==> src/hdl/prac_pkg.sv <==
`default_nettype none
// ----------------------------------------------------------------------------
// prac_pkg: shared constants for the point rotation core
// Holds the default sizes, the angle folding constants, the CORDIC gain
// and the arctangent table used by the rotation stages.
// ----------------------------------------------------------------------------
package prac_pkg;

   // Default sizes, handed to the top level as parameter defaults.
   localparam int COORD_BITS_DEFAULT    = 24;
   localparam int CORDIC_STAGES_DEFAULT = 16;

   // Angle input: signed, 1/128 degree per LSB.
   localparam int ANGLE_BITS = 17;
   // Working width for the folded angle, wide enough for two full turns.
   localparam int FOLD_BITS  = ANGLE_BITS + 1;
   localparam logic signed [FOLD_BITS-1:0] FULL_TURN    = 18'sd46080;
   localparam logic signed [FOLD_BITS-1:0] TWO_TURNS    = 18'sd92160;
   localparam logic [15:0]                 QUARTER_TURN = 16'd11520;
   localparam logic [15:0]                 HALF_TURN    = 16'd23040;
   localparam logic [15:0]                 THREE_QUARTERS = 16'd34560;

   // Residual angle inside one quadrant, and its scale up to 2^-20 degree.
   localparam int REM_BITS   = 14;
   localparam int ANGLE_UP_SHIFT = 13;
   localparam int Z_BITS     = 29;

   // Quadrant codes.
   localparam logic [1:0] QUAD_0 = 2'd0;
   localparam logic [1:0] QUAD_1 = 2'd1;
   localparam logic [1:0] QUAD_2 = 2'd2;
   localparam logic [1:0] QUAD_3 = 2'd3;

   // CORDIC gain correction K in Q30, held as a positive signed constant.
   localparam int GAIN_BITS = 32;
   localparam logic signed [GAIN_BITS-1:0] GAIN_Q30 = 32'sd652032874;
   localparam int GAIN_FRAC_SHIFT = 22;

   // Extra bits above the coordinate width for the rotating vector
   // (8 guard fraction bits plus growth and sign).
   localparam int X_GROWTH   = 10;
   localparam int GUARD_BITS = 8;

   // Number of arctangent entries available.
   localparam int ATAN_LEN = 24;
   localparam int ATAN_IDX_BITS = 5;

   // Arctangent of 2^-i in degrees, scaled by 2^20.
   function automatic logic signed [Z_BITS-1:0] atan_q20(input logic [ATAN_IDX_BITS-1:0] idx);
      logic signed [Z_BITS-1:0] val;
      unique case (idx)
         5'd0:    val = 29'sd47185920;
         5'd1:    val = 29'sd27855475;
         5'd2:    val = 29'sd14718068;
         5'd3:    val = 29'sd7471121;
         5'd4:    val = 29'sd3750058;
         5'd5:    val = 29'sd1876857;
         5'd6:    val = 29'sd938658;
         5'd7:    val = 29'sd469357;
         5'd8:    val = 29'sd234682;
         5'd9:    val = 29'sd117342;
         5'd10:   val = 29'sd58671;
         5'd11:   val = 29'sd29335;
         5'd12:   val = 29'sd14668;
         5'd13:   val = 29'sd7334;
         5'd14:   val = 29'sd3667;
         5'd15:   val = 29'sd1833;
         5'd16:   val = 29'sd917;
         5'd17:   val = 29'sd458;
         5'd18:   val = 29'sd229;
         5'd19:   val = 29'sd115;
         5'd20:   val = 29'sd57;
         5'd21:   val = 29'sd29;
         5'd22:   val = 29'sd14;
         5'd23:   val = 29'sd7;
         default: val = '0;
      endcase
      return val;
   endfunction

endpackage
`default_nettype wire

==> src/hdl/prac_post.sv <==
`default_nettype none
// ----------------------------------------------------------------------------
// prac_post: output stage of the rotation pipeline
// Drops the guard bits with round half up, adds the center back and
// saturates to the coordinate range into the result register.
// ----------------------------------------------------------------------------
module prac_post #(
   parameter int COORD_BITS = prac_pkg::COORD_BITS_DEFAULT
) (
   input  wire                                             clock,
   input  wire                                             reset,
   input  wire                                             in_valid,
   output logic                                            in_ready,
   input  wire  signed [COORD_BITS+prac_pkg::X_GROWTH-1:0] in_x,
   input  wire  signed [COORD_BITS+prac_pkg::X_GROWTH-1:0] in_y,
   input  wire  signed [COORD_BITS-1:0]                    in_cx,
   input  wire  signed [COORD_BITS-1:0]                    in_cy,
   output logic                                            out_valid,
   input  wire                                             out_ready,
   output logic signed [COORD_BITS-1:0]                    out_x,
   output logic signed [COORD_BITS-1:0]                    out_y
);

   localparam int XW = COORD_BITS + prac_pkg::X_GROWTH;
   localparam int GB = prac_pkg::GUARD_BITS;
   localparam int SW = XW - GB + 1;

   logic valid_ff;
   logic signed [XW-1:0] x_rnd, y_rnd;
   logic signed [SW-1:0] x_sum, y_sum;
   logic signed [COORD_BITS-1:0] x_in, y_in, x_ff, y_ff;

   assign in_ready = !valid_ff || out_ready;

   always_ff @(posedge clock) begin
      if (reset) begin
         valid_ff <= 1'b0;
      end else if (in_ready) begin
         valid_ff <= in_valid;
      end
   end

   // Saturate: the sum fits when every bit above the coordinate sign matches it.
   function automatic logic signed [COORD_BITS-1:0] sat(input logic signed [SW-1:0] v);
      logic signed [COORD_BITS-1:0] r;
      if (v[SW-1:COORD_BITS-1] == '0 || v[SW-1:COORD_BITS-1] == '1) begin
         r = v[COORD_BITS-1:0];
      end else if (v[SW-1]) begin
         r = {1'b1, {(COORD_BITS-1){1'b0}}};
      end else begin
         r = {1'b0, {(COORD_BITS-1){1'b1}}};
      end
      return r;
   endfunction

   always_comb begin
      x_rnd = in_x + (XW'(1) <<< (GB - 1));
      y_rnd = in_y + (XW'(1) <<< (GB - 1));
      x_sum = SW'(x_rnd >>> GB) + SW'(in_cx);
      y_sum = SW'(y_rnd >>> GB) + SW'(in_cy);
      x_in  = sat(x_sum);
      y_in  = sat(y_sum);
   end

   always_ff @(posedge clock) begin
      if (in_ready && in_valid) begin
         x_ff <= x_in;
         y_ff <= y_in;
      end
   end

   assign out_valid = valid_ff;
   assign out_x     = x_ff;
   assign out_y     = y_ff;

endmodule
`default_nettype wire
==> config.mk <==
export PLATFORM = sky130hd
export DESIGN_NAME = prac_post
export DESIGN_NICKNAME = d
export VERILOG_FILES = /design/src/hdl/prac_pkg.sv /design/src/hdl/prac_post.sv
export SDC_FILE = /design/constraint.sdc
export NUM_CORES = 1
export LEC_CHECK = 0
export BUFFER_PORTS_ARGS = -buffer_cell sky130_fd_sc_hd__buf_4
export CAP_MARGIN = 20
export CORE_MARGIN = 2
export CORE_UTILIZATION = 30
export DETAILED_ROUTE_END_ITERATION = 10
export GPL_TIMING_DRIVEN = 0
export SYNTH_ARGS = -nofsm -noshare
export SYNTH_HDL_FRONTEND = slang
export SYNTH_SLANG_ARGS = --single-unit
==> constraint.sdc <==
create_clock -name clock -period 8.8 [get_ports clock]
set_input_delay 1.32 -clock clock [delete_from_list [all_inputs] [get_ports clock]]
set_output_delay 1.32 -clock clock [all_outputs]
set_load 0.01 [all_outputs]
==> impl_metrics.ini <==
[routing]
initialDrtViolationCount = 135
viasPerCell = 4.89
final_antenna_net_count = 0
detailroute.via_count = 4802
routedWlPerCell_um = 14.2
drt_first_pass_iters = 4
routed_wirelength_um = 14000
drc = 0

[clocking]
tritoncts = done
post-cts-setup-buffer-count = 0
root_buffer_cell = clkbuf_16
cts_num_sinks = 49
clk-insertion-delay-late_ns = 0.28
tritoncts.num_buffers = 5
cts_hold_buf = 0
path_clk_slew_ns = 0.06
post_cts.resized_instances = 0
htreeDepth = 2
cts_buffer_depth = 2

[pwr]
sw_frac = 0.329
total_power_uw = 945
vdd_ir_drop_max_mv = 0.0801
leakage_uw = 0.00298
internal_power_uw = 634
comb_power_share = 0.441
clkPwrFrac = 0.224
switching_power_summed_over_all_nets_uw = 311
power_per_cell_area_nw_per_um2 = 137
p_seq_frac = 0.335

[placed_design]
gpl.final_weighted_congestion = 0.869
portBuffers = 155
dp.final_hpwl_um = 12000
numPlacedInstances = 975

[setup_path]
worst-setup-path-type = in2reg
critical_path_rt_ns = 8.80
crit_path_max_fanout = 10
cp-end-kind = register
worstSetupStartpointType = input pin
worst_ep_arrival_time_ns = 5.92

[sta]
final.hold.worst_slack_ns = 0.527
fmax_ghz = 0.169
grt_setup_unrepaired = no
slew_headroom = 0.406
period_needed_ns = 5.92
setup_viol_count_final = 0
timing_hold_violations_final = 0
worst_slew_pin_tran_ns = 0.883
finalCritPeriodShare = 0.673
setup_tns_ns = 0
fin_skew_ns = 0.00249
maxSlewViolCount = 0

[global_route]
remaining_global_route_overflow = 0
grt_pass1_vias = 4655
largest_net_degree_at_the_start_of_global_routing = 41
grt_antenna_before_repair = 0
grt_use_total = 0.145
wire_length_of_the_first_global_routing_pass_um = 21800

[synth]
synth_enable_flop_cells = 48
synth_top_cell_area_share = 0.273
async_flop_share = 0
synth-main-ff-cell = edfxtp_1
synthSimpleGateAreaFrac = 0.145
synth_warnings = 0
synthDominantAreaCellType = edfxtp_1
syn_inst = 594
synth_adder_area_share = 0.155
syn-num-nets = 778
synth.yosys.seq_area_share = 0.277
synthesis.area_per_instance_um2 = 8.88
ranking_of_synthesized_cells_by_area = edfxtp_1 (27%), ha_1 (15%), xnor2_1 (10%), a21o_1 (6.1%), xor2_1 (4.8%)
yosys.area_share.xor_xnor = 0.151
synthMuxAreaShare = 0
ys_types = 53
post_synth_instance_area_um2 = 5270
main_combinational_cell_family_by_area_after_synthesis = compound AO/OA/AOI/OAI gates
synth.ff_latch_count = 49
synth_compound_gate_area_share = 0.243

[cells_and_area]
finalNonFillerCells = 983
layout_cell_share_with_drive_strength_beyond_1 = 0.232
n_fill_cell = 1761
mostFrequentLayoutCell = buf_4
antenna_cell_count = 0
area.growth.synth_to_final_pct = 31.0
finalCoreUtilization = 0.401
fin_nets = 941
mostFrequentLayoutCells = buf_4 (155), xnor2_1 (62), ha_1 (62), edfxtp_1 (48)

[floorplanning]
start_util = 0.306
fp.dieArea_um2 = 18700
floorplan.die.height_um = 137
die_width_um = 137
core_area_um2 = 17200
boundaryPins = 170
row_count = 48

[flow_run]
cap_viol_max_count = 0

[worst_hold_path]
hold_path_class = reg2reg

[run_status]
status = finished, final reports clean
kinds of logic (layout without fill, tap and decap cells):
kind of cell             after synthesis  after routing
AO/OA/AOI/OAI                        195            195
AND/OR/NAND/NOR                      159            159
XOR/XNOR                              91             91
adder cells (fa/ha/maj)               64             64
flip-flops                            49             49
buffers and inverters                 36            200
worst paths after layout:
check | cells past startpoint | start | slack (ns) | end
worst max register to register | 3 | out_valid | 7.47 | out_y[9]
worst min register to register | 2 | out_valid | 0.53 | out_valid
worst min-delay path | 2 | out_valid | 0.53 | out_valid
worst max-delay path | 19 | in_x[9] | 2.88 | out_x[22]
Yosys cell counts, types with 5 or more instances:
cell type and number:
nor3_1 7, a31oi_1 6, clkbuf_1 8, a211oi_1 5
o211ai_1 5, o31ai_1 5, a21oi_1 47, ha_1 62
nand2_1 44, o21ai_0 47, nand3_1 36, nor2b_1 7
and3_1 9, xor2_1 29, nand4_1 14, nor2_1 29
a21o_1 43, inv_1 24, xnor2_1 62, edfxtp_1 48
worst max-delay path: stages:
cell and delay (ns):
buf_4 0.10, nand3_1 0.10, nor2_1 0.20, nand2_1 0.15, nor3_1 0.46, nand3_1 0.16
xnor2_1 0.15, ha_1 0.27, buf_2 0.17, a21oi_1 0.28, o21ai_0 0.13, o21ai_0 0.16
o211ai_1 0.18, a31oi_1 0.43, o31ai_1 0.14, xor2_1 0.17, o31ai_1 0.76, clkbuf_1 0.40
o21ai_0 0.19
sequential cells by signal (all words and copies together) (netlist names):
| register | cells |
|---|---|
| out_valid | 1 |
| out_x | 24 |
| out_y | 24 |
power by group through the flow:
stage / Clock, uW / Sequential (uW) / Combinational [uW]
after floorplan: 0 / 336 / 241
after global placement: 0 / 323 / 416
after detailed placement: 0 / 322 / 418
after CTS: 221 / 317 / 421
after global routing: 229 / 319 / 465
final: 212 / 317 / 417
layer usage:
layer	vias to the layer above	routed length, um	track usage
li1	2539	-	-
met1	2145	6100	0.175
met2	105	7000	0.271
met3	13	682	0.0152
met4	0	221	0.0388
met5	-	0	0
metrics by stage:
| stage | setup WS, ns | area [um2] |
|---|---|---|
| after floorplan | 3.79 | 5270 |
| after global placement | 2.62 | 6720 |
| after detailed placement | 2.54 | 6740 |
| after CTS | 2.84 | 6910 |
| after global routing | 2.38 | 6910 |
| final | 2.88 | 6910 |
area by class of cell:
type                    count  area, um2  area share
multi-input cells         509       3660       0.530
flip-flops and latches     49       1460       0.212
repair buffers            156       1180       0.171
well taps                 225        282      0.0408
clock buffers               5        125      0.0181
inverters                  24       90.1      0.0130
plain buffers              12       62.6     0.00906
clock inverters             3       41.3     0.00598
Note: power is estimated with default switching activity, not from simulation.
