[src/hdl/prac_pkg.sv]
`default_nettype none
// ----------------------------------------------------------------------------
// prac_pkg: shared constants for the point rotation core
// Holds the default sizes, the angle folding constants, the CORDIC gain
// and the arctangent table used by the rotation stages.
// ----------------------------------------------------------------------------
package prac_pkg;

   // Default sizes, handed to the top level as parameter defaults.
   localparam int COORD_BITS_DEFAULT    = 24;
   localparam int CORDIC_STAGES_DEFAULT = 16;

   // Angle input: signed, 1/128 degree per LSB.
   localparam int ANGLE_BITS = 17;
   // Working width for the folded angle, wide enough for two full turns.
   localparam int FOLD_BITS  = ANGLE_BITS + 1;
   localparam logic signed [FOLD_BITS-1:0] FULL_TURN    = 18'sd46080;
   localparam logic signed [FOLD_BITS-1:0] TWO_TURNS    = 18'sd92160;
   localparam logic [15:0]                 QUARTER_TURN = 16'd11520;
   localparam logic [15:0]                 HALF_TURN    = 16'd23040;
   localparam logic [15:0]                 THREE_QUARTERS = 16'd34560;

   // Residual angle inside one quadrant, and its scale up to 2^-20 degree.
   localparam int REM_BITS   = 14;
   localparam int ANGLE_UP_SHIFT = 13;
   localparam int Z_BITS     = 29;

   // Quadrant codes.
   localparam logic [1:0] QUAD_0 = 2'd0;
   localparam logic [1:0] QUAD_1 = 2'd1;
   localparam logic [1:0] QUAD_2 = 2'd2;
   localparam logic [1:0] QUAD_3 = 2'd3;

   // CORDIC gain correction K in Q30, held as a positive signed constant.
   localparam int GAIN_BITS = 32;
   localparam logic signed [GAIN_BITS-1:0] GAIN_Q30 = 32'sd652032874;
   localparam int GAIN_FRAC_SHIFT = 22;

   // Extra bits above the coordinate width for the rotating vector
   // (8 guard fraction bits plus growth and sign).
   localparam int X_GROWTH   = 10;
   localparam int GUARD_BITS = 8;

   // Number of arctangent entries available.
   localparam int ATAN_LEN = 24;
   localparam int ATAN_IDX_BITS = 5;

   // Arctangent of 2^-i in degrees, scaled by 2^20.
   function automatic logic signed [Z_BITS-1:0] atan_q20(input logic [ATAN_IDX_BITS-1:0] idx);
      logic signed [Z_BITS-1:0] val;
      unique case (idx)
         5'd0:    val = 29'sd47185920;
         5'd1:    val = 29'sd27855475;
         5'd2:    val = 29'sd14718068;
         5'd3:    val = 29'sd7471121;
         5'd4:    val = 29'sd3750058;
         5'd5:    val = 29'sd1876857;
         5'd6:    val = 29'sd938658;
         5'd7:    val = 29'sd469357;
         5'd8:    val = 29'sd234682;
         5'd9:    val = 29'sd117342;
         5'd10:   val = 29'sd58671;
         5'd11:   val = 29'sd29335;
         5'd12:   val = 29'sd14668;
         5'd13:   val = 29'sd7334;
         5'd14:   val = 29'sd3667;
         5'd15:   val = 29'sd1833;
         5'd16:   val = 29'sd917;
         5'd17:   val = 29'sd458;
         5'd18:   val = 29'sd229;
         5'd19:   val = 29'sd115;
         5'd20:   val = 29'sd57;
         5'd21:   val = 29'sd29;
         5'd22:   val = 29'sd14;
         5'd23:   val = 29'sd7;
         default: val = '0;
      endcase
      return val;
   endfunction

endpackage
`default_nettype wire

[src/hdl/prac_prep.sv]
`default_nettype none
// ----------------------------------------------------------------------------
// prac_prep: front end of the rotation pipeline
// Three register stages: differences and angle folding, gain multiply,
// then rounding to 8 guard bits and the exact quarter-turn rotation.
// ----------------------------------------------------------------------------
module prac_prep #(
   parameter int COORD_BITS = prac_pkg::COORD_BITS_DEFAULT
) (
   input  wire                                        clock,
   input  wire                                        reset,
   input  wire                                        in_valid,
   output logic                                       in_ready,
   input  wire  signed [COORD_BITS-1:0]               in_cx,
   input  wire  signed [COORD_BITS-1:0]               in_cy,
   input  wire  signed [COORD_BITS-1:0]               in_px,
   input  wire  signed [COORD_BITS-1:0]               in_py,
   input  wire  signed [prac_pkg::ANGLE_BITS-1:0]     in_angle,
   output logic                                       out_valid,
   input  wire                                        out_ready,
   output logic signed [COORD_BITS+prac_pkg::X_GROWTH-1:0] out_x,
   output logic signed [COORD_BITS+prac_pkg::X_GROWTH-1:0] out_y,
   output logic signed [prac_pkg::Z_BITS-1:0]         out_z,
   output logic signed [COORD_BITS-1:0]               out_cx,
   output logic signed [COORD_BITS-1:0]               out_cy
);

   localparam int DW = COORD_BITS + 1;
   localparam int PW = DW + prac_pkg::GAIN_BITS;
   localparam int XW = COORD_BITS + prac_pkg::X_GROWTH;
   localparam int RW = prac_pkg::REM_BITS;
   localparam int ZW = prac_pkg::Z_BITS;
   localparam int FW = prac_pkg::FOLD_BITS;

   // Stage handshake: a stage takes new data when empty or draining.
   logic s1_ready, s2_ready, s3_ready;
   logic s1_valid_ff, s2_valid_ff, s3_valid_ff;

   assign s3_ready = !s3_valid_ff || out_ready;
   assign s2_ready = !s2_valid_ff || s3_ready;
   assign s1_ready = !s1_valid_ff || s2_ready;
   assign in_ready = s1_ready;

   always_ff @(posedge clock) begin
      if (reset) begin
         s1_valid_ff <= 1'b0;
         s2_valid_ff <= 1'b0;
         s3_valid_ff <= 1'b0;
      end else begin
         if (s1_ready) s1_valid_ff <= in_valid;
         if (s2_ready) s2_valid_ff <= s1_valid_ff;
         if (s3_ready) s3_valid_ff <= s2_valid_ff;
      end
   end

   // Stage 1: offsets from the center and the angle folded into a quadrant.
   logic signed [DW-1:0] s1_dx_in, s1_dy_in, s1_dx_ff, s1_dy_ff;
   logic signed [COORD_BITS-1:0] s1_cx_ff, s1_cy_ff;
   logic [1:0]    s1_quad_in, s1_quad_ff;
   logic [RW-1:0] s1_rem_in, s1_rem_ff;
   logic signed [FW-1:0] ang_ext, ang_plus, ang_plus2;
   logic [15:0] ang_fold;

   always_comb begin
      s1_dx_in  = DW'(in_px) - DW'(in_cx);
      s1_dy_in  = DW'(in_py) - DW'(in_cy);
      ang_ext   = FW'(in_angle);
      ang_plus  = ang_ext + prac_pkg::FULL_TURN;
      ang_plus2 = ang_ext + prac_pkg::TWO_TURNS;
      // Reduce any 17-bit angle into one full turn.
      priority if (ang_plus < 0) begin
         ang_fold = 16'(ang_plus2);
      end else if (ang_ext < 0) begin
         ang_fold = 16'(ang_plus);
      end else if (ang_ext >= prac_pkg::FULL_TURN) begin
         ang_fold = 16'(ang_ext - prac_pkg::FULL_TURN);
      end else begin
         ang_fold = 16'(ang_ext);
      end
      // Split the folded angle into a quarter count and a residual.
      priority if (ang_fold >= prac_pkg::THREE_QUARTERS) begin
         s1_quad_in = prac_pkg::QUAD_3;
         s1_rem_in  = RW'(ang_fold - prac_pkg::THREE_QUARTERS);
      end else if (ang_fold >= prac_pkg::HALF_TURN) begin
         s1_quad_in = prac_pkg::QUAD_2;
         s1_rem_in  = RW'(ang_fold - prac_pkg::HALF_TURN);
      end else if (ang_fold >= prac_pkg::QUARTER_TURN) begin
         s1_quad_in = prac_pkg::QUAD_1;
         s1_rem_in  = RW'(ang_fold - prac_pkg::QUARTER_TURN);
      end else begin
         s1_quad_in = prac_pkg::QUAD_0;
         s1_rem_in  = RW'(ang_fold);
      end
   end

   always_ff @(posedge clock) begin
      if (s1_ready && in_valid) begin
         s1_dx_ff   <= s1_dx_in;
         s1_dy_ff   <= s1_dy_in;
         s1_cx_ff   <= in_cx;
         s1_cy_ff   <= in_cy;
         s1_quad_ff <= s1_quad_in;
         s1_rem_ff  <= s1_rem_in;
      end
   end

   // Stage 2: gain correction multiply on both offsets.
   logic signed [PW-1:0] s2_px_in, s2_py_in, s2_px_ff, s2_py_ff;
   logic signed [COORD_BITS-1:0] s2_cx_ff, s2_cy_ff;
   logic [1:0]    s2_quad_ff;
   logic [RW-1:0] s2_rem_ff;

   assign s2_px_in = PW'(s1_dx_ff) * PW'(prac_pkg::GAIN_Q30);
   assign s2_py_in = PW'(s1_dy_ff) * PW'(prac_pkg::GAIN_Q30);

   always_ff @(posedge clock) begin
      if (s2_ready && s1_valid_ff) begin
         s2_px_ff   <= s2_px_in;
         s2_py_ff   <= s2_py_in;
         s2_cx_ff   <= s1_cx_ff;
         s2_cy_ff   <= s1_cy_ff;
         s2_quad_ff <= s1_quad_ff;
         s2_rem_ff  <= s1_rem_ff;
      end
   end

   // Stage 3: round half up to the guard bits, then apply the quarter turns.
   logic signed [PW-1:0] px_rnd, py_rnd;
   logic signed [XW-1:0] gx, gy;
   logic signed [XW-1:0] s3_x_in, s3_y_in, s3_x_ff, s3_y_ff;
   logic signed [ZW-1:0] s3_z_in, s3_z_ff;
   logic signed [COORD_BITS-1:0] s3_cx_ff, s3_cy_ff;

   always_comb begin
      px_rnd = s2_px_ff + (PW'(1) <<< (prac_pkg::GAIN_FRAC_SHIFT - 1));
      py_rnd = s2_py_ff + (PW'(1) <<< (prac_pkg::GAIN_FRAC_SHIFT - 1));
      gx     = XW'(px_rnd >>> prac_pkg::GAIN_FRAC_SHIFT);
      gy     = XW'(py_rnd >>> prac_pkg::GAIN_FRAC_SHIFT);
      unique case (s2_quad_ff)
         prac_pkg::QUAD_1: begin
            s3_x_in = -gy;
            s3_y_in = gx;
         end
         prac_pkg::QUAD_2: begin
            s3_x_in = -gx;
            s3_y_in = -gy;
         end
         prac_pkg::QUAD_3: begin
            s3_x_in = gy;
            s3_y_in = -gx;
         end
         default: begin
            s3_x_in = gx;
            s3_y_in = gy;
         end
      endcase
      s3_z_in = ZW'(s2_rem_ff) <<< prac_pkg::ANGLE_UP_SHIFT;
   end

   always_ff @(posedge clock) begin
      if (s3_ready && s2_valid_ff) begin
         s3_x_ff  <= s3_x_in;
         s3_y_ff  <= s3_y_in;
         s3_z_ff  <= s3_z_in;
         s3_cx_ff <= s2_cx_ff;
         s3_cy_ff <= s2_cy_ff;
      end
   end

   assign out_valid = s3_valid_ff;
   assign out_x     = s3_x_ff;
   assign out_y     = s3_y_ff;
   assign out_z     = s3_z_ff;
   assign out_cx    = s3_cx_ff;
   assign out_cy    = s3_cy_ff;

endmodule
`default_nettype wire

[config.mk]
export PLATFORM = sky130hd
export DESIGN_NAME = prac_prep
export DESIGN_NICKNAME = d
export VERILOG_FILES = /design/src/hdl/prac_pkg.sv /design/src/hdl/prac_prep.sv
export SDC_FILE = /design/constraint.sdc
export NUM_CORES = 2
export LEC_CHECK = 0
export ABC_CLOCK_PERIOD_IN_PS = 15250
export BUFFER_PORTS_ARGS = -buffer_cell sky130_fd_sc_hd__buf_2
export CORE_MARGIN = 10
export CORE_UTILIZATION = 55
export CTS_CLUSTER_SIZE = 16
export DETAILED_ROUTE_END_ITERATION = 16
export PLACE_DENSITY_LB_ADDON = 0.2
export SLEW_MARGIN = 20
export SYNTH_ARGS = -nofsm -noshare
export SYNTH_HDL_FRONTEND = slang
export SYNTH_SLANG_ARGS = --single-unit
[constraint.sdc]
create_clock -name clock -period 15.25 [get_ports clock]
set_clock_uncertainty 0.05 [all_clocks]
set_input_delay 1.525 -clock clock [delete_from_list [all_inputs] [get_ports clock]]
set_output_delay 1.525 -clock clock [all_outputs]
set_load 0.01 [all_outputs]
==> flow_metrics.tcl <==
set metrics [dict create \
    tightest_slew_ns 1.04 \
    ctsResizeCount 0 \
    grt_pass1_wl_um 178000 \
    gp_congestion 1.02 \
    post-route-period-util_pct 50.2 \
    drive_gt1_share_pct 8.95 \
    tritoncts "yes" \
    postCtsSetupBuffers 0 \
    syn_area_per_cell_um2 10.8 \
    outcome "finished clean" \
    start_util_pct 55.4 \
    viasPerCell 5.52 \
    hold_viol 0 \
    fillers 6827 \
    drt_iter0_markers 2262 \
    ys_ff_latch 381 \
    ys_types 105 \
    path_class "reg2reg" \
    ctsHoldBuffers 0 \
    area.growth.synth_to_final_pct 8.41 \
    routedWlPerCell_um 21.0 \
    crit_path_cell_trace "ha_1 > inv_1 > fa_1 > inv_1 > fa_1 > fa_1 > fa_1 > inv_1 > fa_1 > fa_1 > inv_1 > ha_1 > and4_1 > nand4_1 > a31oi_1 > a311o_1 > o21ba_2 > or4b_1 > a32oi_1 > o21ai_1 > a2111o_1 > o211a_1" \
    cp.required_ns 15.55 \
    grt_pass1_vias 30630 \
    fp.coreArea_um2 80400 \
    firstDrtPassIters 5 \
    cts-root-buf "clkbuf_16" \
    drc 0 \
    fin_crit_ns 7.65 \
    wirelength_um 115000 \
    cp-end-kind "register" \
    ys_warn_count 0 \
    htreeDepth 2 \
    die_x_um 305 \
    clkLatencyLatePin_ns 0.62 \
    clock_sinks 381 \
    synth_area_um2 44600 \
    ys_seq_area_share_pct 25.6 \
    fmax_ghz 0.131 \
    nNetsFinal 5676 \
    grt_start_max_net_pins 116 \
    slew_viol_final 0 \
    cap_violations 0 \
    cts_buffers 43 \
    crit_slowest_cell "edfxtp_1" \
    crit_top_cell "fa_1" \
    cp_max_fo 8 \
    path_clk_slew_ns 0.07 \
    die-area_um2 92900 \
    rsz0062_at_grt "false" \
    antenna_found_initial 12 \
    min_path_type "reg2reg" \
    dpl-instance-area_um2 46900 \
    fin_tns_setup_ns 0 \
    startpoint_type "register" \
    cts.path.max_buffers 3 \
    grt-ovfl-total 0 \
    track_usage_pct 24.4 \
    final_area_um2 48300 \
    io_pins 264 \
    syn_inst 4127 \
    placement_rows 104 \
    arrival_ns 7.95 \
    async_flop_share_pct 0 \
    dieHeight_um 305 \
    portBuffers 248 \
    ys.flop_type "edfxtp_1" \
    critPathMaxStageDelay_ns 0.57 \
    num_vias 30174 \
    slew_headroom_pct 30.4 \
    synth_edf_count 378 \
    finalSetupViolCount 0 \
    hpwl_um 98000 \
    ant_nets 0 \
]
-- logic make-up after synthesis --
logic type               synth area share, %
adder cells (fa/ha/maj)                 43.9
multiplexers                           0.603
AND/OR/NAND/NOR                         8.08
flip-flops                              25.6
XOR/XNOR                                4.54
AO/OA/AOI/OAI                           8.09
buffers and inverters                   9.18
other                                0.00841
-- Yosys cell counts (all sizes together) (7+ instances only) --
| cell | number | area, um^2 |
|---|---|---|
| o21a | 24 | 180 |
| o21ai | 111 | 559 |
| a31oi | 32 | 200 |
| a211o | 8 | 70.1 |
| inv | 973 | 3650 |
| nor2b | 21 | 131 |
| a21oi | 155 | 783 |
| a211oi | 23 | 178 |
| o31ai | 16 | 125 |
| xor2 | 72 | 631 |
| buf | 27 | 186 |
| or2 | 21 | 131 |
| xnor2 | 159 | 1390 |
| a31o | 7 | 61.3 |
| or3 | 16 | 101 |
| nand2 | 148 | 556 |
| a221oi | 16 | 153 |
| o211ai | 20 | 155 |
| mux2i | 22 | 220 |
| fa | 622 | 12500 |
| a21o | 39 | 294 |
| o22ai | 8 | 50.1 |
| and4 | 11 | 96.3 |
| or4 | 8 | 71.3 |
| nand2b | 17 | 114 |
| and3 | 38 | 239 |
| a2111oi | 8 | 88.8 |
| clkbuf | 53 | 250 |
| nor4 | 22 | 159 |
| edfxtp | 378 | 11400 |
| nor2 | 158 | 593 |
| ha | 570 | 7130 |
| nand3 | 77 | 403 |
| o21bai | 20 | 150 |
| nor3 | 76 | 385 |
| and2 | 18 | 118 |
| nand4 | 38 | 238 |
-- worst max-delay path, delay by kind of cell, from the launching register on --
kind,cells,cell delay [ns]
AO/OA/AOI/OAI,7,1.75
AND/OR/NAND/NOR,3,0.81
buffers and inverters,4,0.28
flip-flops,1,0.57
adder cells (fa/ha/maj),8,3.94
-- metal layers --
| layer | share of wire (%) | up-vias | routed length (um) | GRT usage (%) |
|---|---|---|---|---|
| met5 | 0.091 | - | 104 | 0 |
| met4 | 2.7 | 18 | 3050 | 6.06 |
| met3 | 9.2 | 176 | 10500 | 6.56 |
| met2 | 43 | 1114 | 49600 | 36.7 |
| met1 | 45 | 14802 | 51500 | 34.8 |
| li1 | - | 14064 | - | - |
-- registers in the layout (all words and copies together) (netlist names), 25 cells and up --
register,flops
out_x,34
out_y,34
s1_dx_ff,25
s1_dy_ff,25
s2_px_ff,35
s2_py_ff,35
-- worst paths after layout --
check                             startpoint            to  slack [ns]  depth (start not counted)
worst max-delay path             s1_dy_ff[3]  s2_py_ff[55]        7.60                         22
worst min-delay path            s2_cy_ff[10]    out_cy[10]        0.33                          0
worst max register to register   s1_dy_ff[3]  s2_py_ff[55]        7.60                         22
worst min register to register  s2_cy_ff[10]    out_cy[10]        0.33                          0
-- stage by stage --
stage	setup slack, ns	hold slack [ns]	instances	util (%)
3_3_place_gp	7.68	0.350	5381	58.3
3_5_place_dp	7.58	0.355	5381	58.3
5_1_grt	7.25	0.357	5461	60.1
6_report	7.60	0.335	5463	60.1
4_1_cts	7.61	0.327	5459	60.1
2_1_floorplan	3.07	0.350	4141	-
-- cell usage in the layout, fill, tap and decap left out, drive strengths merged, types with 11 or more instances in the layout --
master / instances
ha: 570
mux2i: 22
or3: 16
and3: 38
nand2b: 17
a221oi: 16
nor2: 158
o21bai: 20
xnor2: 159
edfxtp: 378
xor2: 72
conb: 15
buf: 261
nand4: 38
nand3: 77
and4: 11
nand2: 148
and2: 18
nor4: 22
o21a: 24
a21oi: 155
nor3: 76
o31ai: 16
inv: 977
or2: 21
clkinv: 24
clkbuf: 47
a211oi: 23
o211ai: 20
a21o: 39
a31oi: 32
fa: 622
nor2b: 21
o21ai: 111
-- area by class of cell --
cell class,instances,area [um^2],share of cell area [%]
Antenna cell,3,7.51,0.0155
Timing Repair Buffer,261,1360,2.81
Sequential cell,381,11400,23.6
Clock inverter,31,317,0.655
Inverter,974,3660,7.56
Tap cell,1060,1330,2.74
Multi-Input combinational cell,2706,29200,60.3
Clock buffer,47,1090,2.26
Power is not shown: default switching activity piles up to over one toggle a cycle in this logic, so the estimate is an artifact.
