[src/hdl/prac_pkg.sv]
`default_nettype none
// ----------------------------------------------------------------------------
// prac_pkg: shared constants for the point rotation core
// Holds the default sizes, the angle folding constants, the CORDIC gain
// and the arctangent table used by the rotation stages.
// ----------------------------------------------------------------------------
package prac_pkg;

   // Default sizes, handed to the top level as parameter defaults.
   localparam int COORD_BITS_DEFAULT    = 24;
   localparam int CORDIC_STAGES_DEFAULT = 16;

   // Angle input: signed, 1/128 degree per LSB.
   localparam int ANGLE_BITS = 17;
   // Working width for the folded angle, wide enough for two full turns.
   localparam int FOLD_BITS  = ANGLE_BITS + 1;
   localparam logic signed [FOLD_BITS-1:0] FULL_TURN    = 18'sd46080;
   localparam logic signed [FOLD_BITS-1:0] TWO_TURNS    = 18'sd92160;
   localparam logic [15:0]                 QUARTER_TURN = 16'd11520;
   localparam logic [15:0]                 HALF_TURN    = 16'd23040;
   localparam logic [15:0]                 THREE_QUARTERS = 16'd34560;

   // Residual angle inside one quadrant, and its scale up to 2^-20 degree.
   localparam int REM_BITS   = 14;
   localparam int ANGLE_UP_SHIFT = 13;
   localparam int Z_BITS     = 29;

   // Quadrant codes.
   localparam logic [1:0] QUAD_0 = 2'd0;
   localparam logic [1:0] QUAD_1 = 2'd1;
   localparam logic [1:0] QUAD_2 = 2'd2;
   localparam logic [1:0] QUAD_3 = 2'd3;

   // CORDIC gain correction K in Q30, held as a positive signed constant.
   localparam int GAIN_BITS = 32;
   localparam logic signed [GAIN_BITS-1:0] GAIN_Q30 = 32'sd652032874;
   localparam int GAIN_FRAC_SHIFT = 22;

   // Extra bits above the coordinate width for the rotating vector
   // (8 guard fraction bits plus growth and sign).
   localparam int X_GROWTH   = 10;
   localparam int GUARD_BITS = 8;

   // Number of arctangent entries available.
   localparam int ATAN_LEN = 24;
   localparam int ATAN_IDX_BITS = 5;

   // Arctangent of 2^-i in degrees, scaled by 2^20.
   function automatic logic signed [Z_BITS-1:0] atan_q20(input logic [ATAN_IDX_BITS-1:0] idx);
      logic signed [Z_BITS-1:0] val;
      unique case (idx)
         5'd0:    val = 29'sd47185920;
         5'd1:    val = 29'sd27855475;
         5'd2:    val = 29'sd14718068;
         5'd3:    val = 29'sd7471121;
         5'd4:    val = 29'sd3750058;
         5'd5:    val = 29'sd1876857;
         5'd6:    val = 29'sd938658;
         5'd7:    val = 29'sd469357;
         5'd8:    val = 29'sd234682;
         5'd9:    val = 29'sd117342;
         5'd10:   val = 29'sd58671;
         5'd11:   val = 29'sd29335;
         5'd12:   val = 29'sd14668;
         5'd13:   val = 29'sd7334;
         5'd14:   val = 29'sd3667;
         5'd15:   val = 29'sd1833;
         5'd16:   val = 29'sd917;
         5'd17:   val = 29'sd458;
         5'd18:   val = 29'sd229;
         5'd19:   val = 29'sd115;
         5'd20:   val = 29'sd57;
         5'd21:   val = 29'sd29;
         5'd22:   val = 29'sd14;
         5'd23:   val = 29'sd7;
         default: val = '0;
      endcase
      return val;
   endfunction

endpackage
`default_nettype wire

[src/hdl/prac_cordic_stage.sv]
`default_nettype none
// ----------------------------------------------------------------------------
// prac_cordic_stage: one registered CORDIC micro-rotation
// Rotates the vector by plus or minus atan(2^-i) according to the sign of
// the remaining angle, with shifts that round toward minus infinity.
// ----------------------------------------------------------------------------
module prac_cordic_stage #(
   parameter int COORD_BITS = prac_pkg::COORD_BITS_DEFAULT,
   parameter int STAGE_IDX  = 0
) (
   input  wire                                             clock,
   input  wire                                             reset,
   input  wire                                             in_valid,
   output logic                                            in_ready,
   input  wire  signed [COORD_BITS+prac_pkg::X_GROWTH-1:0] in_x,
   input  wire  signed [COORD_BITS+prac_pkg::X_GROWTH-1:0] in_y,
   input  wire  signed [prac_pkg::Z_BITS-1:0]              in_z,
   input  wire  signed [COORD_BITS-1:0]                    in_cx,
   input  wire  signed [COORD_BITS-1:0]                    in_cy,
   output logic                                            out_valid,
   input  wire                                             out_ready,
   output logic signed [COORD_BITS+prac_pkg::X_GROWTH-1:0] out_x,
   output logic signed [COORD_BITS+prac_pkg::X_GROWTH-1:0] out_y,
   output logic signed [prac_pkg::Z_BITS-1:0]              out_z,
   output logic signed [COORD_BITS-1:0]                    out_cx,
   output logic signed [COORD_BITS-1:0]                    out_cy
);

   localparam int XW = COORD_BITS + prac_pkg::X_GROWTH;
   localparam int ZW = prac_pkg::Z_BITS;
   localparam int IW = prac_pkg::ATAN_IDX_BITS;
   localparam logic signed [ZW-1:0] ATAN_STEP = prac_pkg::atan_q20(IW'(STAGE_IDX));

   logic valid_ff;
   logic signed [XW-1:0] xs, ys, x_in, y_in, x_ff, y_ff;
   logic signed [ZW-1:0] z_in, z_ff;
   logic signed [COORD_BITS-1:0] cx_ff, cy_ff;

   assign in_ready = !valid_ff || out_ready;

   always_ff @(posedge clock) begin
      if (reset) begin
         valid_ff <= 1'b0;
      end else if (in_ready) begin
         valid_ff <= in_valid;
      end
   end

   // A zero remaining angle counts as positive.
   always_comb begin
      xs = in_x >>> STAGE_IDX;
      ys = in_y >>> STAGE_IDX;
      if (!in_z[ZW-1]) begin
         x_in = in_x - ys;
         y_in = in_y + xs;
         z_in = in_z - ATAN_STEP;
      end else begin
         x_in = in_x + ys;
         y_in = in_y - xs;
         z_in = in_z + ATAN_STEP;
      end
   end

   always_ff @(posedge clock) begin
      if (in_ready && in_valid) begin
         x_ff  <= x_in;
         y_ff  <= y_in;
         z_ff  <= z_in;
         cx_ff <= in_cx;
         cy_ff <= in_cy;
      end
   end

   assign out_valid = valid_ff;
   assign out_x     = x_ff;
   assign out_y     = y_ff;
   assign out_z     = z_ff;
   assign out_cx    = cx_ff;
   assign out_cy    = cy_ff;

endmodule
`default_nettype wire

[config.mk]
export PLATFORM = sky130hd
export DESIGN_NAME = prac_cordic_stage
export DESIGN_NICKNAME = d
export VERILOG_FILES = /design/src/hdl/prac_pkg.sv /design/src/hdl/prac_cordic_stage.sv
export SDC_FILE = /design/constraint.sdc
export NUM_CORES = 1
export LEC_CHECK = 0
export ABC_AREA = 1
export BUFFER_PORTS_ARGS = -buffer_cell sky130_fd_sc_hd__clkbuf_2
export CELL_PAD_IN_SITES_DETAIL_PLACEMENT = 1
export CELL_PAD_IN_SITES_GLOBAL_PLACEMENT = 2
export CORE_MARGIN = 2
export CORE_UTILIZATION = 31
export CTS_BUF_LIST = sky130_fd_sc_hd__clkbuf_16
export CTS_CLUSTER_DIAMETER = 60
export DETAILED_ROUTE_END_ITERATION = 12
export PLACE_DENSITY = 0.92
export SYNTH_ARGS = -nofsm -noshare
export SYNTH_HDL_FRONTEND = slang
export SYNTH_SLANG_ARGS = --single-unit
[constraint.sdc]
create_clock -name clock -period 10.45 [get_ports clock]
set_clock_uncertainty 0.15 [all_clocks]
set_input_delay 0.5225 -clock clock [delete_from_list [all_inputs] [get_ports clock]]
set_output_delay 0.5225 -clock clock [all_outputs]
set_load 0.02 [all_outputs]
==> results of run 1 <==
worst register-to-register path, stage by stage, from the launching register on:
cell and delay, ns:
dfxtp_1 0.34, a21oi_4 0.64, buf_4 0.82
flip-flops by register name (all words and copies together), names as in the netlist:
register   count
out_z         29
out_y         34
out_x         33
out_cx        24
out_valid      1
out_cy        24
kinds of logic after synthesis:
logic type / count (synthesis) / share of synthesized area (%)
buffers and inverters: 254 / 9.308
and+or+nand+nor: 743 / 26.58
muxes: 1 / 0.08443
DFF: 145 / 36.64
adders and majority gates: 110 / 11.86
xor gates and xnor gates: 30 / 2.216
AOI/OAI and AO/OA: 291 / 13.31
layout make-up:
| cell class | instances | area (sq um) | share of cell area [%] |
|---|---|---|---|
| Clock buffer | 17 | 425.4 | 2.979 |
| Inverter | 210 | 788.3 | 5.520 |
| Clock inverter | 15 | 150.1 | 1.051 |
| Tap cell | 511 | 639.4 | 4.477 |
| Multi-Input combinational cell | 1175 | 6420 | 44.95 |
| Sequential cell | 145 | 4344 | 30.42 |
| Timing Repair Buffer | 300 | 1514 | 10.60 |
stage by stage:
step	hold WS, ns	std cells
after floorplan	0.4416	1574
after CTS	0.04927	2373
after global placement	0.4016	2341
final	0.07436	2373
after detailed placement	0.4085	2341
after global routing	0.06176	2373
routing by layer:
| metal | global-route usage, % | vias up | share of wire, % | wire length [microns] |
|---|---|---|---|---|
| li1 | - | 5774 | - | - |
| met1 | 29.24 | 5735 | 44 | 20540 |
| met2 | 41.36 | 356 | 47 | 22380 |
| met3 | 3.241 | 77 | 4.9 | 2322 |
| met4 | 10.70 | 0 | 4.0 | 1896 |
| met5 | 0 | - | 0 | 0 |
worst paths after layout:
| check | start | endpoint | cells past startpoint |
|---|---|---|---|
| setup / recovery | in_z[28] | out_z[25] | 9 |
| hold / removal | reset | out_valid | 2 |
| setup reg to reg | out_valid | out_x[9] | 2 |
| hold reg to reg | out_valid | out_valid | 2 |
cells in the mapped netlist, types with 5 or more instances:
library cell,count
nor2_2,6
o21ai_1,8
o21bai_1,10
buf_4,19
ha_1,106
a21o_1,13
buf_6,8
nor2_1,140
buf_2,12
nand3_1,148
xor2_1,29
a21oi_1,138
inv_1,205
edfxtp_1,144
o21ai_0,94
o22ai_1,5
nor3_1,13
nand2_1,392
o211ai_1,8
nand2_2,8
nand4_1,13
power breakdown:
part           total (W)  switching, W  internal, W
clock           0.000618      0.000284     0.000335
combinational   0.000643      0.000453     0.000190
sequential      0.000726     0.0000164     0.000710
==> flow_summary_export.csv, run 1 <==
group,metric,value,unit
grt,grt_remaining_overflow,0,
placed_design,io_buffers,295,
final_layout,core_occupancy_in_the_finished_layout,37.92,%
sta,finalMaxSlewViolations,0,
sta,share_of_the_clock_period_used_by_the_worst_path,27.17,%
logic_synthesis,synth_seq_area_share,36.64,%
sta,worst_slack,7.611,ns
logic_synthesis,synth_top_cell_by_area,"edfxtp_1",
logic_synthesis,synthesis.area,11860,sq um
sta,min_period,2.839,ns
drt,drt-pass1-iter-count,5,
grt,grt.total_usage,23.81,%
worst_setup_path,worst_path_max_delay_cell,"buf_4",
sta,fmaxAchievable,352.2,MHz
worst_setup_path,timing.critical_path.max_delay_family,"buffers and inverters",
pwr,power-per-cell-area,139.2,nW/um^2
final_layout,fill_cells,4829,
clock_network,ctsRootBufferMaster,"clkbuf_16",
sta,max_slew_margin,38.24,%
final_layout,nNetsFinal,2108,
worst_setup_path,critical_path.cell_chain,"clkbuf_2 -> buf_4 -> inv_2 -> buf_4 -> ha_1 -> a21oi_1 -> o21ai_0 -> a41oi_1 -> xor2_1",
clock_network,cts_buffer_depth,2,
clock_network,cts-buffers-inserted,17,
floorplan,floorplan.initialDensity,31.48,%
pwr,largest_vdd_supply_drop,0.1110,mV
clock_network,clk_pin_slew,0.06,ns
drt,drt_wl_total,47140,microns
grt,antenna_found_initial,0,
grt,number_of_global_route_vias_before_repair,12556,
sta,setup_violations,0,
worst_hold_path,hold_wc_path_type,"in2reg",
pwr,power.total,0.001988,W
worst_setup_path,timing.critical_path.arrival,2.89,ns
worst_setup_path,startpoint_type,"primary input",
grt,wire_length_of_the_first_global_routing_pass,70890,microns
logic_synthesis,async_flop_share,0,%
logic_synthesis,syn-instance-count,1574,
placed_design,dp_slack,7.126,ns
floorplan,die_y,199.6,microns
grt,grt_start_max_net_pins,73,
drt,ant_nets,0,
logic_synthesis,post_synth.cell_area_avg,7.533,sq um
worst_setup_path,cp.required,10.50,ns
drt,overall_via_count_from_detail_route,11942,
floorplan,top_level_ports,296,
final_layout,area_growth_syn_to_layout,20.45,%
worst_setup_path,worst-path-buf-inv,4,
floorplan,design.core.area,37670,sq um
clock_network,cts_tree,"done",
logic_synthesis,synthesis.nets,1833,
clock_network,cts_num_sinks,145,
floorplan,floorplan.rows,71,
sta,worstMarginPinSlew,0.9264,ns
floorplan,die_span_x,199.6,microns
final_layout,fin_area,14280,sq um
worst_setup_path,type_of_destination_of_the_critical_path,"register",
run,maxCapViolations,0,
logic_synthesis,synth-edff-count,144,
floorplan,dieArea,39830,sq um
placed_design,placed_area,13710,sq um
worst_setup_path,timing.reg2reg.setup_slack,8.05,ns
placed_design,gp_congestion,0.9285,
clock_network,post_cts_buffers,0,
logic_synthesis,netlist.area_leader.share,36.47,%
logic_synthesis,synth_seq_cells,145,
drt,first_iter_violations,572,
final_layout,final_common_cell,"nand2_1",
sta,timing_hold_violations_final,0,
sta,fin_setup_tns,0,ns
worst_setup_path,critPathKind,"in2reg",
placed_design,dp_hpwl,39880,microns
logic_synthesis,synth.distinct_cells,46,
drt,remaining_drc_errors,0,
logic_synthesis,yosysWarningCount,0,
drt,viasPerCell,5.032,
logic_synthesis,postSynth.topFlopCell,"edfxtp_1",
outcome,status,"complete, no violations",
clock_network,ctsHoldBuffers,0,
final_layout,layout-drive-gt1-share,19.60,%
logic_synthesis,synth_area_leaders,"edfxtp_1 36%, nand2_1 12%, ha_1 11%",
drt,detail_route.wl_per_cell,19.87,microns
worst_setup_path,max_stage_delay,0.53,ns
clock_network,cts.htree.levels,4,
worst_setup_path,crit_top_cell,"buf_4",
final_layout,antennaDiodeCount,0,
pwr,power.leakage,6.969,nW
clock_network,cts_repair_resize_count,0,
final_layout,layout.cells.most_common_list,"392 x nand2_1, 295 x clkbuf_2, 205 x inv_1",
sta,setup_repair_after_global_routing_missed_its_margin,"no",
worst_setup_path,worstPathMaxFanout,44,
clock_network,worstSkewPairLatency,0.45,ns
Note: power is estimated with default switching activity, not from simulation.
==> inputs of run 2 (changes only) <==
==> constraint.sdc (replaced) <==
create_clock -name clock -period 2.7 [get_ports clock]
set_clock_uncertainty 0.15 [all_clocks]
set_input_delay 0.135 -clock clock [delete_from_list [all_inputs] [get_ports clock]]
set_output_delay 0.135 -clock clock [all_outputs]
set_load 0.02 [all_outputs]
==> flow_summary_export.csv, run 2 (synthesis gave the netlist of run 1 again) <==
group,metric,value,unit
final_layout,layout-drive-gt1-share,21.76,%
grt,antenna_found_initial,1,
sta,max_slew_margin,45.82,%
worst_hold_path,hold_wc_path_type,"in2reg",
drt,remaining_drc_errors,0,
run,maxCapViolations,0,
clock_network,cts_buffer_depth,2,
sta,fmaxAchievable,401.4,MHz
final_layout,core_occupancy_in_the_finished_layout,41.32,%
placed_design,gp_congestion,0.9289,
pwr,power.combinational.fraction,34.3,%
drt,overall_via_count_from_detail_route,12544,
pwr,switching_share,37.97,%
final_layout,area_growth_syn_to_layout,31.27,%
pwr,internal-power,0.004970,W
final_layout,final_common_cell,"nand2_1",
outcome,status,"complete, no violations",
floorplan,die_y,199.6,microns
placed_design,io_buffers,295,
clock_network,cts_num_sinks,145,
grt,wire_length_of_the_first_global_routing_pass,76050,microns
floorplan,top_level_ports,296,
drt,detail_route.wl_per_cell,20.32,microns
worst_hold_path,worst_hold_path.num_cells,4,
sta,finalMaxSlewViolations,0,
sta,timing_hold_violations_final,0,
worst_setup_path,cp.required,2.76,ns
clock_network,cts.htree.levels,4,
pwr,power.leakage,7.615,nW
clock_network,cts-buffers-inserted,17,
drt,ant_nets,0,
grt,grt.total_usage,25.47,%
pwr,largest_vdd_supply_drop,0.4615,mV
clock_network,post_cts_buffers,0,
clock_network,ctsRootBufferMaster,"clkbuf_16",
clock_network,worstSkewPairLatency,0.44,ns
clock_network,clk_pin_slew,0.08,ns
grt,number_of_global_route_vias_before_repair,13429,
final_layout,fin_area,15560,sq um
placed_design,dp_hpwl,41140,microns
grt,grt_remaining_overflow,0,
drt,first_iter_violations,638,
pwr,clk_network_pwr_share,30.4,%
floorplan,dieArea,39830,sq um
sta,worstMarginPinSlew,0.8127,ns
sta,setup_repair_after_global_routing_missed_its_margin,"no",
floorplan,die_span_x,199.6,microns
floorplan,design.core.area,37670,sq um
worst_setup_path,type_of_destination_of_the_critical_path,"register",
worst_setup_path,worstPathMaxFanout,4,
floorplan,floorplan.initialDensity,31.48,%
pwr,power_frac_seq,35.2,%
placed_design,placed_area,14240,sq um
clock_network,cts_tree,"done",
drt,drt-pass1-iter-count,5,
drt,drt_wl_total,51130,microns
final_layout,largest_register_ffs,34,
worst_setup_path,timing.critical_path.arrival,2.55,ns
final_layout,nNetsFinal,2250,
floorplan,floorplan.rows,71,
sta,min_period,2.491,ns
sta,share_of_the_clock_period_used_by_the_worst_path,92.27,%
drt,viasPerCell,4.986,
sta,setup_violations,0,
worst_setup_path,critPathKind,"in2reg",
worst_setup_path,rr_worst_depth,2,
final_layout,layout.cells.most_common_list,"392 x nand2_1, 295 x clkbuf_2, 205 x inv_1",
pwr,total_switching_power,0.003042,W
grt,grt_start_max_net_pins,71,
pwr,power.total,0.008011,W
worst_setup_path,startpoint_type,"primary input",
pwr,power-per-cell-area,514.7,nW/um^2
-- run 2: changes by cell type in the layout (fill, tap and decap cells not counted), moves of 2 or more --
cell / delta
buf_12: +2
clkinv_4: -2
dlygate4sd3_1: +74
buf_4: +66
inv_6: +2
-- run 2: per-stage QoR --
step / setup slack (ns) / std cells / hold WS [ns] / setup TNS (ns)
after global routing: 0.02330 / 2516 / 0.05369 / 0
final: 0.2086 / 2516 / 0.01695 / 0
after detailed placement: -0.1288 / 2409 / 0.1641 / -0.1863
after global placement: 0.04619 / 2409 / 0.1617 / 0
after CTS: 0.09256 / 2515 / 0.003837 / 0
after floorplan: -0.6805 / 1574 / 0.04436 / -97.99
-- run 2: repair_timing --
item | in CTS | in global routing
hold buffers | 74 | 0
endpoints found under the setup margin | 0 | 4
endpoints found under the hold margin | 73 | 0
gates resized for setup | 0 | 1
-- run 2: layer usage --
layer	track usage, %	share of wire [%]	vias up
met5	0	0	-
met4	10.81	3.6	0
met3	3.662	4.6	73
met2	44.35	48	367
met1	31.31	44	6048
li1	-	-	6056
-- run 2: final cells by class --
cell class / instances / area [sq um]
clock inverter: 15 / 147.6
multi-input combinational: 1175 / 6422
timing repair buffer: 442 / 2790
fill: 4764 / 22100
sequential: 145 / 4348
inverter: 210 / 788.3
clock buffer: 17 / 425.4
tap: 511 / 639.4
antenna: 1 / 2.502
-- run 2: path summary, 6_finish.rpt --
kind / start / end / slack, ns
min reg2reg: out_valid / out_cx[8] / 0.69
max reg2reg: out_valid / out_z[18] / 1.18
max: in_y[0] / out_x[32] / 0.21
min: in_x[0] / out_y[0] / 0.02
-- run 2: power by group through the flow --
stage | Clock (W) | Sequential [W] | Combinational (W)
2_1_floorplan | 0 | 0.00311 | 0.00133
3_3_place_gp | 0 | 0.00286 | 0.00257
3_5_place_dp | 0 | 0.00287 | 0.00262
4_1_cts | 0.00248 | 0.00282 | 0.00273
5_1_grt | 0.00256 | 0.00284 | 0.00302
6_report | 0.00244 | 0.00282 | 0.00275
-- run 2: critical path: stages --
cell and delay, ns:
clkbuf_2 0.10, dlygate4sd3_1 0.56, ha_1 0.26, fa_2 0.42, o21ai_2 0.24, nand2_1 0.12, nand2_1 0.11, nand2_1 0.11
nand2_2 0.14, nand2_1 0.09, nand2_1 0.07, nand2_1 0.04, nand3_1 0.06, nand2_1 0.07
